==> src/hdl/rgtp_pkg.sv <==
package rgtp_pkg;

    // Field widths fixed by the pixel stream format
    localparam int PIX_W      = 8;
    localparam int COORD_W    = 12;
    localparam int FRAME_W    = 13;
    localparam int RECIP_W    = 32;
    localparam int COEF_W     = 10;
    localparam int THR_W      = 8;
    localparam int CFG_DATA_W = 32;
    localparam int REG_IDX_W  = 3;

    // Internal arithmetic widths
    localparam int SQ_W     = 2 * COORD_W;           // one squared offset
    localparam int D2_W     = SQ_W + 1;              // sum of two squares
    localparam int HALF_W   = RECIP_W / 2;           // recip split point
    localparam int PROD_W   = D2_W + HALF_W;         // d2 times half recip
    localparam int R_W      = 16;                    // Q0.16 radius
    localparam int GCR_W    = R_W + COEF_W;          // coef times r
    localparam int SR_W     = R_W + THR_W;           // slope times r
    localparam int PG_W     = PIX_W + GCR_W;         // pixel times coef times r
    localparam int GAIN_SH  = 24;                    // gain fraction bits
    localparam int PGH_W    = PG_W - GAIN_SH;        // integer part of pg
    localparam int THRS_W   = THR_W + R_W + 1;       // scaled threshold
    localparam int PSUM_W   = PGH_W + 1;             // pixel plus pg integer

    // Register reset values
    localparam logic [FRAME_W-1:0] FRAME_WIDTH_RST  = 13'd1920;
    localparam logic [FRAME_W-1:0] FRAME_HEIGHT_RST = 13'd1080;
    localparam logic [RECIP_W-1:0] RECIP_RST        = 32'hFFFF_FFFF;
    localparam logic [COEF_W-1:0]  GAIN_COEF_RST    = 10'd384;
    localparam logic [THR_W-1:0]   THRESH_BASE_RST  = 8'd55;
    localparam logic [THR_W-1:0]   THRESH_SLOPE_RST = 8'd25;

    // Register indexes on the configuration port
    typedef enum logic [REG_IDX_W-1:0] {
        REG_FRAME_WIDTH  = 3'd0,
        REG_FRAME_HEIGHT = 3'd1,
        REG_RECIP        = 3'd2,
        REG_GAIN_COEF    = 3'd3,
        REG_THRESH_BASE  = 3'd4,
        REG_THRESH_SLOPE = 3'd5
    } reg_idx_t;

    typedef struct packed {
        logic [FRAME_W-1:0] frame_width;
        logic [FRAME_W-1:0] frame_height;
        logic [RECIP_W-1:0] radius_norm_recip;
        logic [COEF_W-1:0]  gain_coef;
        logic [THR_W-1:0]   thresh_base;
        logic [THR_W-1:0]   thresh_slope;
    } cfg_t;

    typedef struct packed {
        logic [PIX_W-1:0]   pixel_in;
        logic [COORD_W-1:0] row_index;
        logic [COORD_W-1:0] col_index;
    } in_t;

    typedef struct packed {
        logic [PIX_W-1:0] pixel_out;
        logic             was_zeroed;
    } out_t;

    // Pixel and normalized radius handed from the radius pipe to the gain pipe
    typedef struct packed {
        logic [PIX_W-1:0] pix;
        logic [R_W-1:0]   r;
    } rad_t;

endpackage

==> src/hdl/rgtp_cfg.sv <==
module rgtp_cfg (
    input  logic                                clk,
    input  logic                                rst_n,
    input  logic                                cfg_we,
    input  logic [rgtp_pkg::REG_IDX_W-1:0]      cfg_addr,
    input  logic [rgtp_pkg::CFG_DATA_W-1:0]     cfg_wdata,
    output rgtp_pkg::cfg_t                      cfg
);

    rgtp_pkg::cfg_t cfg_reg;
    rgtp_pkg::cfg_t cfg_next;

    // Decode the write; unknown indexes are dropped
    always_comb
    begin
        cfg_next = cfg_reg;
        if (cfg_we)
        begin
            case (cfg_addr)
                rgtp_pkg::REG_FRAME_WIDTH:
                    cfg_next.frame_width = cfg_wdata[rgtp_pkg::FRAME_W-1:0];
                rgtp_pkg::REG_FRAME_HEIGHT:
                    cfg_next.frame_height = cfg_wdata[rgtp_pkg::FRAME_W-1:0];
                rgtp_pkg::REG_RECIP:
                    cfg_next.radius_norm_recip = cfg_wdata[rgtp_pkg::RECIP_W-1:0];
                rgtp_pkg::REG_GAIN_COEF:
                    cfg_next.gain_coef = cfg_wdata[rgtp_pkg::COEF_W-1:0];
                rgtp_pkg::REG_THRESH_BASE:
                    cfg_next.thresh_base = cfg_wdata[rgtp_pkg::THR_W-1:0];
                rgtp_pkg::REG_THRESH_SLOPE:
                    cfg_next.thresh_slope = cfg_wdata[rgtp_pkg::THR_W-1:0];
                default:
                    cfg_next = cfg_reg;
            endcase
        end
    end

    // Hold the register file
    always_ff @(posedge clk or negedge rst_n)
    begin
        if (!rst_n)
        begin
            cfg_reg.frame_width       <= rgtp_pkg::FRAME_WIDTH_RST;
            cfg_reg.frame_height      <= rgtp_pkg::FRAME_HEIGHT_RST;
            cfg_reg.radius_norm_recip <= rgtp_pkg::RECIP_RST;
            cfg_reg.gain_coef         <= rgtp_pkg::GAIN_COEF_RST;
            cfg_reg.thresh_base       <= rgtp_pkg::THRESH_BASE_RST;
            cfg_reg.thresh_slope      <= rgtp_pkg::THRESH_SLOPE_RST;
        end
        else
        begin
            cfg_reg <= cfg_next;
        end
    end

    assign cfg = cfg_reg;

endmodule

==> src/hdl/rgtp_radius.sv <==
module rgtp_radius #(
    parameter int COORD_BITS = 12
) (
    input  logic            clk,
    input  logic            rst_n,
    input  logic            en,
    input  logic            in_valid,
    input  rgtp_pkg::in_t   in_data,
    input  rgtp_pkg::cfg_t  cfg,
    output logic            out_valid,
    output rgtp_pkg::rad_t  out_data
);

    localparam int CW = rgtp_pkg::COORD_W;
    // Coordinate bits taken from the fields
    localparam int UB = (COORD_BITS < CW) ? COORD_BITS : CW;
    localparam int NSTG = 5;

    logic [NSTG-1:0] vld_reg;
    logic [NSTG-1:0] vld_next;

    // Stage 1: absolute offsets from the centre
    logic [rgtp_pkg::PIX_W-1:0] pix1_reg, pix1_next;
    logic [CW-1:0]              dr_reg, dr_next;
    logic [CW-1:0]              dc_reg, dc_next;
    logic [CW-1:0]              row_u, col_u, cx, cy;

    // Stage 2: squared offsets
    logic [rgtp_pkg::PIX_W-1:0] pix2_reg, pix2_next;
    logic [rgtp_pkg::SQ_W-1:0]  dr2_reg, dr2_next;
    logic [rgtp_pkg::SQ_W-1:0]  dc2_reg, dc2_next;

    // Stage 3: squared distance
    logic [rgtp_pkg::PIX_W-1:0] pix3_reg, pix3_next;
    logic [rgtp_pkg::D2_W-1:0]  d2_reg, d2_next;

    // Stage 4: partial products with the two reciprocal halves
    logic [rgtp_pkg::PIX_W-1:0]  pix4_reg, pix4_next;
    logic [rgtp_pkg::PROD_W-1:0] ph_reg, ph_next;
    logic [rgtp_pkg::PROD_W-1:0] pl_full;
    logic [rgtp_pkg::D2_W-1:0]   plh_reg, plh_next;

    // Stage 5: normalized radius, saturated
    logic [rgtp_pkg::PIX_W-1:0]  pix5_reg, pix5_next;
    logic [rgtp_pkg::R_W-1:0]    r_reg, r_next;
    logic [rgtp_pkg::PROD_W:0]   rsum;

    always_comb
    begin
        cx    = cfg.frame_width[rgtp_pkg::FRAME_W-1:1];
        cy    = cfg.frame_height[rgtp_pkg::FRAME_W-1:1];
        row_u = CW'(in_data.row_index[UB-1:0]);
        col_u = CW'(in_data.col_index[UB-1:0]);

        vld_next  = {vld_reg[NSTG-2:0], in_valid};

        pix1_next = in_data.pixel_in;
        dr_next   = (row_u >= cy) ? (row_u - cy) : (cy - row_u);
        dc_next   = (col_u >= cx) ? (col_u - cx) : (cx - col_u);

        pix2_next = pix1_reg;
        dr2_next  = rgtp_pkg::SQ_W'(dr_reg) * rgtp_pkg::SQ_W'(dr_reg);
        dc2_next  = rgtp_pkg::SQ_W'(dc_reg) * rgtp_pkg::SQ_W'(dc_reg);

        pix3_next = pix2_reg;
        d2_next   = rgtp_pkg::D2_W'(dr2_reg) + rgtp_pkg::D2_W'(dc2_reg);

        pix4_next = pix3_reg;
        ph_next   = rgtp_pkg::PROD_W'(d2_reg)
                  * rgtp_pkg::PROD_W'(cfg.radius_norm_recip[rgtp_pkg::RECIP_W-1:
                                                             rgtp_pkg::HALF_W]);
        pl_full   = rgtp_pkg::PROD_W'(d2_reg)
                  * rgtp_pkg::PROD_W'(cfg.radius_norm_recip[rgtp_pkg::HALF_W-1:0]);
        plh_next  = pl_full[rgtp_pkg::PROD_W-1:rgtp_pkg::HALF_W];

        pix5_next = pix4_reg;
        rsum      = (rgtp_pkg::PROD_W+1)'(ph_reg) + (rgtp_pkg::PROD_W+1)'(plh_reg);
        // Saturate just under one
        if (|rsum[rgtp_pkg::PROD_W:rgtp_pkg::R_W])
            r_next = {rgtp_pkg::R_W{1'b1}};
        else
            r_next = rsum[rgtp_pkg::R_W-1:0];
    end

    // Advance the valid bits
    always_ff @(posedge clk or negedge rst_n)
    begin
        if (!rst_n)
        begin
            vld_reg <= '0;
        end
        else if (en)
        begin
            vld_reg <= vld_next;
        end
    end

    // Advance the payload
    always_ff @(posedge clk)
    begin
        if (en)
        begin
            pix1_reg <= pix1_next;
            dr_reg   <= dr_next;
            dc_reg   <= dc_next;
            pix2_reg <= pix2_next;
            dr2_reg  <= dr2_next;
            dc2_reg  <= dc2_next;
            pix3_reg <= pix3_next;
            d2_reg   <= d2_next;
            pix4_reg <= pix4_next;
            ph_reg   <= ph_next;
            plh_reg  <= plh_next;
            pix5_reg <= pix5_next;
            r_reg    <= r_next;
        end
    end

    assign out_valid      = vld_reg[NSTG-1];
    assign out_data.pix   = pix5_reg;
    assign out_data.r     = r_reg;

endmodule

==> src/hdl/rgtp_gain.sv <==
module rgtp_gain (
    input  logic            clk,
    input  logic            rst_n,
    input  logic            en,
    input  logic            in_valid,
    input  rgtp_pkg::rad_t  in_data,
    input  rgtp_pkg::cfg_t  cfg,
    output logic            out_valid,
    output rgtp_pkg::out_t  out_data
);

    localparam int NSTG = 3;

    logic [NSTG-1:0] vld_reg;
    logic [NSTG-1:0] vld_next;

    // Stage 6: coefficient and slope products
    logic [rgtp_pkg::PIX_W-1:0]  pix6_reg, pix6_next;
    logic [rgtp_pkg::GCR_W-1:0]  gcr_reg, gcr_next;
    logic [rgtp_pkg::SR_W-1:0]   sr_reg, sr_next;

    // Stage 7: pixel times radial term, scaled threshold
    logic [rgtp_pkg::PIX_W-1:0]  pix7_reg, pix7_next;
    logic [rgtp_pkg::PG_W-1:0]   pg_full;
    logic [rgtp_pkg::PGH_W-1:0]  pgh_reg, pgh_next;
    logic [rgtp_pkg::THRS_W-1:0] thr_reg, thr_next;

    // Stage 8: clamp, compare and output register
    logic [rgtp_pkg::PSUM_W-1:0] psum;
    logic [rgtp_pkg::PIX_W-1:0]  pclamp;
    logic                        zero;
    rgtp_pkg::out_t              res_reg, res_next;

    always_comb
    begin
        vld_next  = {vld_reg[NSTG-2:0], in_valid};

        pix6_next = in_data.pix;
        gcr_next  = rgtp_pkg::GCR_W'(in_data.r) * rgtp_pkg::GCR_W'(cfg.gain_coef);
        sr_next   = rgtp_pkg::SR_W'(in_data.r) * rgtp_pkg::SR_W'(cfg.thresh_slope);

        // pix * (1 + coef*r) splits into pix plus the scaled radial product
        pix7_next = pix6_reg;
        pg_full   = rgtp_pkg::PG_W'(pix6_reg) * rgtp_pkg::PG_W'(gcr_reg);
        pgh_next  = pg_full[rgtp_pkg::PG_W-1:rgtp_pkg::GAIN_SH];
        thr_next  = rgtp_pkg::THRS_W'({cfg.thresh_base, {rgtp_pkg::R_W{1'b0}}})
                  + rgtp_pkg::THRS_W'(sr_reg);

        psum = rgtp_pkg::PSUM_W'(pix7_reg) + rgtp_pkg::PSUM_W'(pgh_reg);
        if (|psum[rgtp_pkg::PSUM_W-1:rgtp_pkg::PIX_W])
            pclamp = {rgtp_pkg::PIX_W{1'b1}};
        else
            pclamp = psum[rgtp_pkg::PIX_W-1:0];
        zero = rgtp_pkg::THRS_W'({pclamp, {rgtp_pkg::R_W{1'b0}}}) < thr_reg;

        res_next.pixel_out  = zero ? '0 : pclamp;
        res_next.was_zeroed = zero;
    end

    // Advance the valid bits
    always_ff @(posedge clk or negedge rst_n)
    begin
        if (!rst_n)
        begin
            vld_reg <= '0;
        end
        else if (en)
        begin
            vld_reg <= vld_next;
        end
    end

    // Advance the payload
    always_ff @(posedge clk)
    begin
        if (en)
        begin
            pix6_reg <= pix6_next;
            gcr_reg  <= gcr_next;
            sr_reg   <= sr_next;
            pix7_reg <= pix7_next;
            pgh_reg  <= pgh_next;
            thr_reg  <= thr_next;
            res_reg  <= res_next;
        end
    end

    assign out_valid = vld_reg[NSTG-1];
    assign out_data  = res_reg;

endmodule

==> src/hdl/radial_gain_threshold_pixel_top.sv <==
// Radial gain and threshold for a pixel stream (vignetting correction).
//
// pix_valid/pix_ready/pix_data carry one 8-bit sample with its row and
// column; res_valid/res_ready/res_data return the corrected sample and a
// flag set when the radial threshold forced it to zero. Every input
// transaction yields exactly one result transaction, in order.
//
// Eight register stages: an accepted transaction passes through all of them
// and leaves from the last as a result. Five stages form the normalized
// radius (offsets, squares, sum, recip partial products, saturating add)
// and three apply gain and threshold, the last being the output register.
// Throughput is one pixel per clock while the receiver does not stall.
//
// When the receiver stalls with a result waiting, every stage holds and
// pix_ready drops until the result is taken; nothing is lost or repeated.
// Reset clears all valid bits and loads the register defaults.
// Write registers through cfg_we/cfg_addr/cfg_wdata only while the pipe
// is empty; writes to unknown indexes are dropped.
module radial_gain_threshold_pixel_top #(
    parameter int COORD_BITS = 12
) (
    input  logic                             clk,
    input  logic                             rst_n,
    input  logic                             pix_valid,
    output logic                             pix_ready,
    input  rgtp_pkg::in_t                    pix_data,
    output logic                             res_valid,
    input  logic                             res_ready,
    output rgtp_pkg::out_t                   res_data,
    input  logic                             cfg_we,
    input  logic [rgtp_pkg::REG_IDX_W-1:0]   cfg_addr,
    input  logic [rgtp_pkg::CFG_DATA_W-1:0]  cfg_wdata
);

    rgtp_pkg::cfg_t cfg;
    rgtp_pkg::rad_t rad_data;
    logic           rad_valid;
    logic           en;

    // Advance the pipe unless a finished result is held by the receiver
    assign en        = !res_valid || res_ready;
    assign pix_ready = en;

    rgtp_cfg u_cfg (
        .clk       (clk),
        .rst_n     (rst_n),
        .cfg_we    (cfg_we),
        .cfg_addr  (cfg_addr),
        .cfg_wdata (cfg_wdata),
        .cfg       (cfg)
    );

    rgtp_radius #(
        .COORD_BITS (COORD_BITS)
    ) u_radius (
        .clk       (clk),
        .rst_n     (rst_n),
        .en        (en),
        .in_valid  (pix_valid),
        .in_data   (pix_data),
        .cfg       (cfg),
        .out_valid (rad_valid),
        .out_data  (rad_data)
    );

    rgtp_gain u_gain (
        .clk       (clk),
        .rst_n     (rst_n),
        .en        (en),
        .in_valid  (rad_valid),
        .in_data   (rad_data),
        .cfg       (cfg),
        .out_valid (res_valid),
        .out_data  (res_data)
    );

`ifndef ASSERT_OFF
    // A zeroed result carries a zero sample
    assert property (@(posedge clk) disable iff (!rst_n)
        res_valid && res_data.was_zeroed |-> res_data.pixel_out == '0)
    else $error("zeroed result with nonzero sample");

    // The pipe only refuses input while a result is waiting
    assert property (@(posedge clk) disable iff (!rst_n)
        !pix_ready |-> res_valid && !res_ready)
    else $error("input refused without a stalled result");

    // A zero threshold never zeroes a sample
    assert property (@(posedge clk) disable iff (!rst_n)
        res_valid && cfg.thresh_base == '0 && cfg.thresh_slope == '0
        |-> !res_data.was_zeroed)
    else $error("sample zeroed under a zero threshold");

    // A result that is not taken stays held
    assert property (@(posedge clk) disable iff (!rst_n)
        res_valid && !res_ready |=> res_valid)
    else $error("held result dropped");
`endif

endmodule
==> config.mk <==
export PLATFORM = sky130hd
export DESIGN_NAME = radial_gain_threshold_pixel_top
export DESIGN_NICKNAME = d
export VERILOG_FILES = /design/src/hdl/rgtp_pkg.sv /design/src/hdl/rgtp_cfg.sv /design/src/hdl/rgtp_radius.sv /design/src/hdl/rgtp_gain.sv /design/src/hdl/radial_gain_threshold_pixel_top.sv
export SDC_FILE = /design/constraint.sdc
export NUM_CORES = 2
export LEC_CHECK = 0
export ABC_AREA = 1
export ABC_CLOCK_PERIOD_IN_PS = 11600
export BUFFER_PORTS_ARGS = -buffer_cell sky130_fd_sc_hd__clkbuf_2
export CORE_MARGIN = 4
export CORE_UTILIZATION = 51
export CTS_BUF_LIST = sky130_fd_sc_hd__clkbuf_2 sky130_fd_sc_hd__clkbuf_4 sky130_fd_sc_hd__clkbuf_8
export CTS_CLUSTER_DIAMETER = 150
export DETAILED_ROUTE_END_ITERATION = 10
export MAX_ROUTING_LAYER = met4
export PLACE_DENSITY = 0.76
export SYNTH_ARGS = -nofsm -noshare
export SYNTH_HDL_FRONTEND = slang
export SYNTH_HIERARCHICAL = 1
export SYNTH_SLANG_ARGS = --single-unit
==> constraint.sdc <==
create_clock -name clk -period 11.6 [get_ports clk]
set_clock_uncertainty 0.15 [all_clocks]
set_input_delay 2.32 -clock clk [delete_from_list [all_inputs] [get_ports clk]]
set_output_delay 2.32 -clock clk [all_outputs]
set_load 0.005 [all_outputs]
==> results.json <==
{
  "wl_per_cell_um": 16.9,
  "vias": 56300,
  "status": "finished, final reports clean",
  "core-area_um2": 140000,
  "top_layer": "met4",
  "num_rows": 137,
  "antenna_found_initial": 2,
  "setup.worst_path.class": "register to register",
  "slew_violations": 0,
  "first_global_vias": 59800,
  "syn-instance-count": 9038,
  "cp.required_ns": 11.95,
  "clock-sinks": 417,
  "post_cts_buffers": 0,
  "yosys_warnings": 6,
  "ant_nets": 0,
  "drc": 0,
  "m1WireLength_mm": 73.5,
  "port_buffers": 82,
  "initial_core_util_pct": 51.4,
  "numCtsBuffers": 78,
  "wl_met2_mm": 88.3,
  "clock-root-buffer": "clkbuf_8",
  "drtIter0Drc": 4202,
  "clock_latency_ns": 0.79,
  "cts_resized": 0,
  "drt_pass1_iterations": 6,
  "clk_pin_slew_ns": 0.07,
  "final_cells": 10800,
  "ios": 83,
  "largest_reg_flops": 82,
  "grt_setup_unrepaired": "no",
  "placed_cells": 10700,
  "cts.path.max_buffers": 3,
  "ctsHoldBuffers": 0,
  "relSlewSlack_pct": 15.0,
  "die_h_um": 383,
  "syn_nets": 10900,
  "cp-end-kind": "register",
  "min_path_type": "register to register",
  "wl_mm": 183,
  "fillers": 12800,
  "dieArea_um2": 147000,
  "cp_data_arrival_time_ns": 7.07,
  "hold_violations": 0,
  "grt_max_degree": 78,
  "synth_area_per_cell_um2": 7.94,
  "grt-ovfl-total": 0,
  "finalSetupTns_ns": 0,
  "maxCapViolCount": 0,
  "setup_violations": 0,
  "area_growth_pct": 4.78,
  "path_max_fanout": 23,
  "startpoint_type": "register",
  "fp.dieW_um": 383,
  "hpwl_mm": 144,
  "worstMarginPinSlew_ns": 1.28,
  "viasPerCell": 5.20,
  "globalplace.congestion": 0.950,
  "fmax_ghz": 0.149,
  "layout-drive-gt1-share_pct": 4.60,
  "synth_area_um2": 71700,
  "grtUsageTotal_pct": 26.4,
  "fin_crit_sh_pct": 57.9,
  "final_nets": 10700,
  "fin_crit_ns": 6.72,
  "cts_tree": "yes",
  "wl_met3_mm": 14.8,
  "grt_pass1_wl_mm": 303,
  "htreeDepth": 3
}
[worst max-delay path, cell delays in order (launching register included)]
cell and delay (ns):
edfxtp_1 0.59, buf_4 0.43, nand2_1 0.14, fa_1 0.57, inv_1 0.06, fa_1 0.55, fa_1 0.43, fa_1 0.48
fa_1 0.53, inv_1 0.06, fa_1 0.47, inv_1 0.05, ha_1 0.39, a21o_1 0.24, a31oi_1 0.33, o21ai_0 0.25
a221oi_1 0.35, nand3_1 0.17, xor2_1 0.17
[worst paths after layout]
check	slack, ns	cells past startpoint	startpoint	endpoint
worst max-delay path	4.88	18	u_radius/d2_reg[15]	u_radius/ph_reg[36]
worst min-delay path	0.27	0	u_radius/pix2_reg[7]	u_radius/pix3_reg[7]
worst max register to register	4.88	18	u_radius/d2_reg[15]	u_radius/ph_reg[36]
worst min register to register	0.27	0	u_radius/pix2_reg[7]	u_radius/pix3_reg[7]
max in group asynchronous	8.77	2	rst_n	u_cfg/cfg[44]
min in group asynchronous	1.36	1	rst_n	u_cfg/cfg[11]
[layout make-up]
cell class	count	area, µm²	share of cell area (%)
Timing Repair Buffer	114	653	0.869
Inverter	2470	9270	12.3
Multi-Input combinational cell	5809	49000	65.2
Clock inverter	37	430	0.573
Sequential cell	417	12100	16.1
Antenna cell	2	5.00	0.00666
Tap cell	1876	2350	3.12
Clock buffer	104	1330	1.77
[layer usage]
layer	GRT usage, %	vias to the layer above
met3	5.02	461
met5	-	-
met4	9.98	0
met2	43.4	2089
li1	-	26200
met1	32.4	27500
[per-stage QoR]
stage | hold slack, ns | instance area (µm²) | setup WS [ns] | utilization, %
final | 0.267 | 75200 | 4.88 | 53.9
after global routing | 0.273 | 75200 | 4.58 | 53.9
after CTS | 0.262 | 75100 | 5.03 | 53.9
after detailed placement | 0.255 | 73400 | 5.06 | 52.6
after global placement | 0.250 | 73400 | 5.06 | 52.6
after floorplan | 0.250 | 71700 | 2.85 | -
[cell usage in the layout, fill, tap and decap left out, types with 8 or more instances in the layout]
master and n:
clkbuf_4 16, fa_1 1139, buf_4 33, inv_1 2455, a21o_1 22, nor2_1 280
dfrtp_1 40, edfxtp_1 327, xnor2_1 80, clkbuf_2 81, dfstp_2 50, clkinv_2 15
nor4_1 15, o21ai_0 133, and2_1 9, clkinv_1 8, nand3b_1 8, nor3_1 37
nor2_2 14, nand3_1 226, o211ai_1 9, ha_1 614, nand2_1 2500, inv_2 12
clkbuf_8 88, xor2_1 142, nand2_2 29, o21a_1 12, nand3_2 24, o21ai_1 12
a21oi_1 312, a31oi_1 28, nand4_1 56, o21bai_1 29
Power is left out: the tool's default activity adds up to more than one toggle a clock period on the data nets, which glitch-free logic cannot reach.
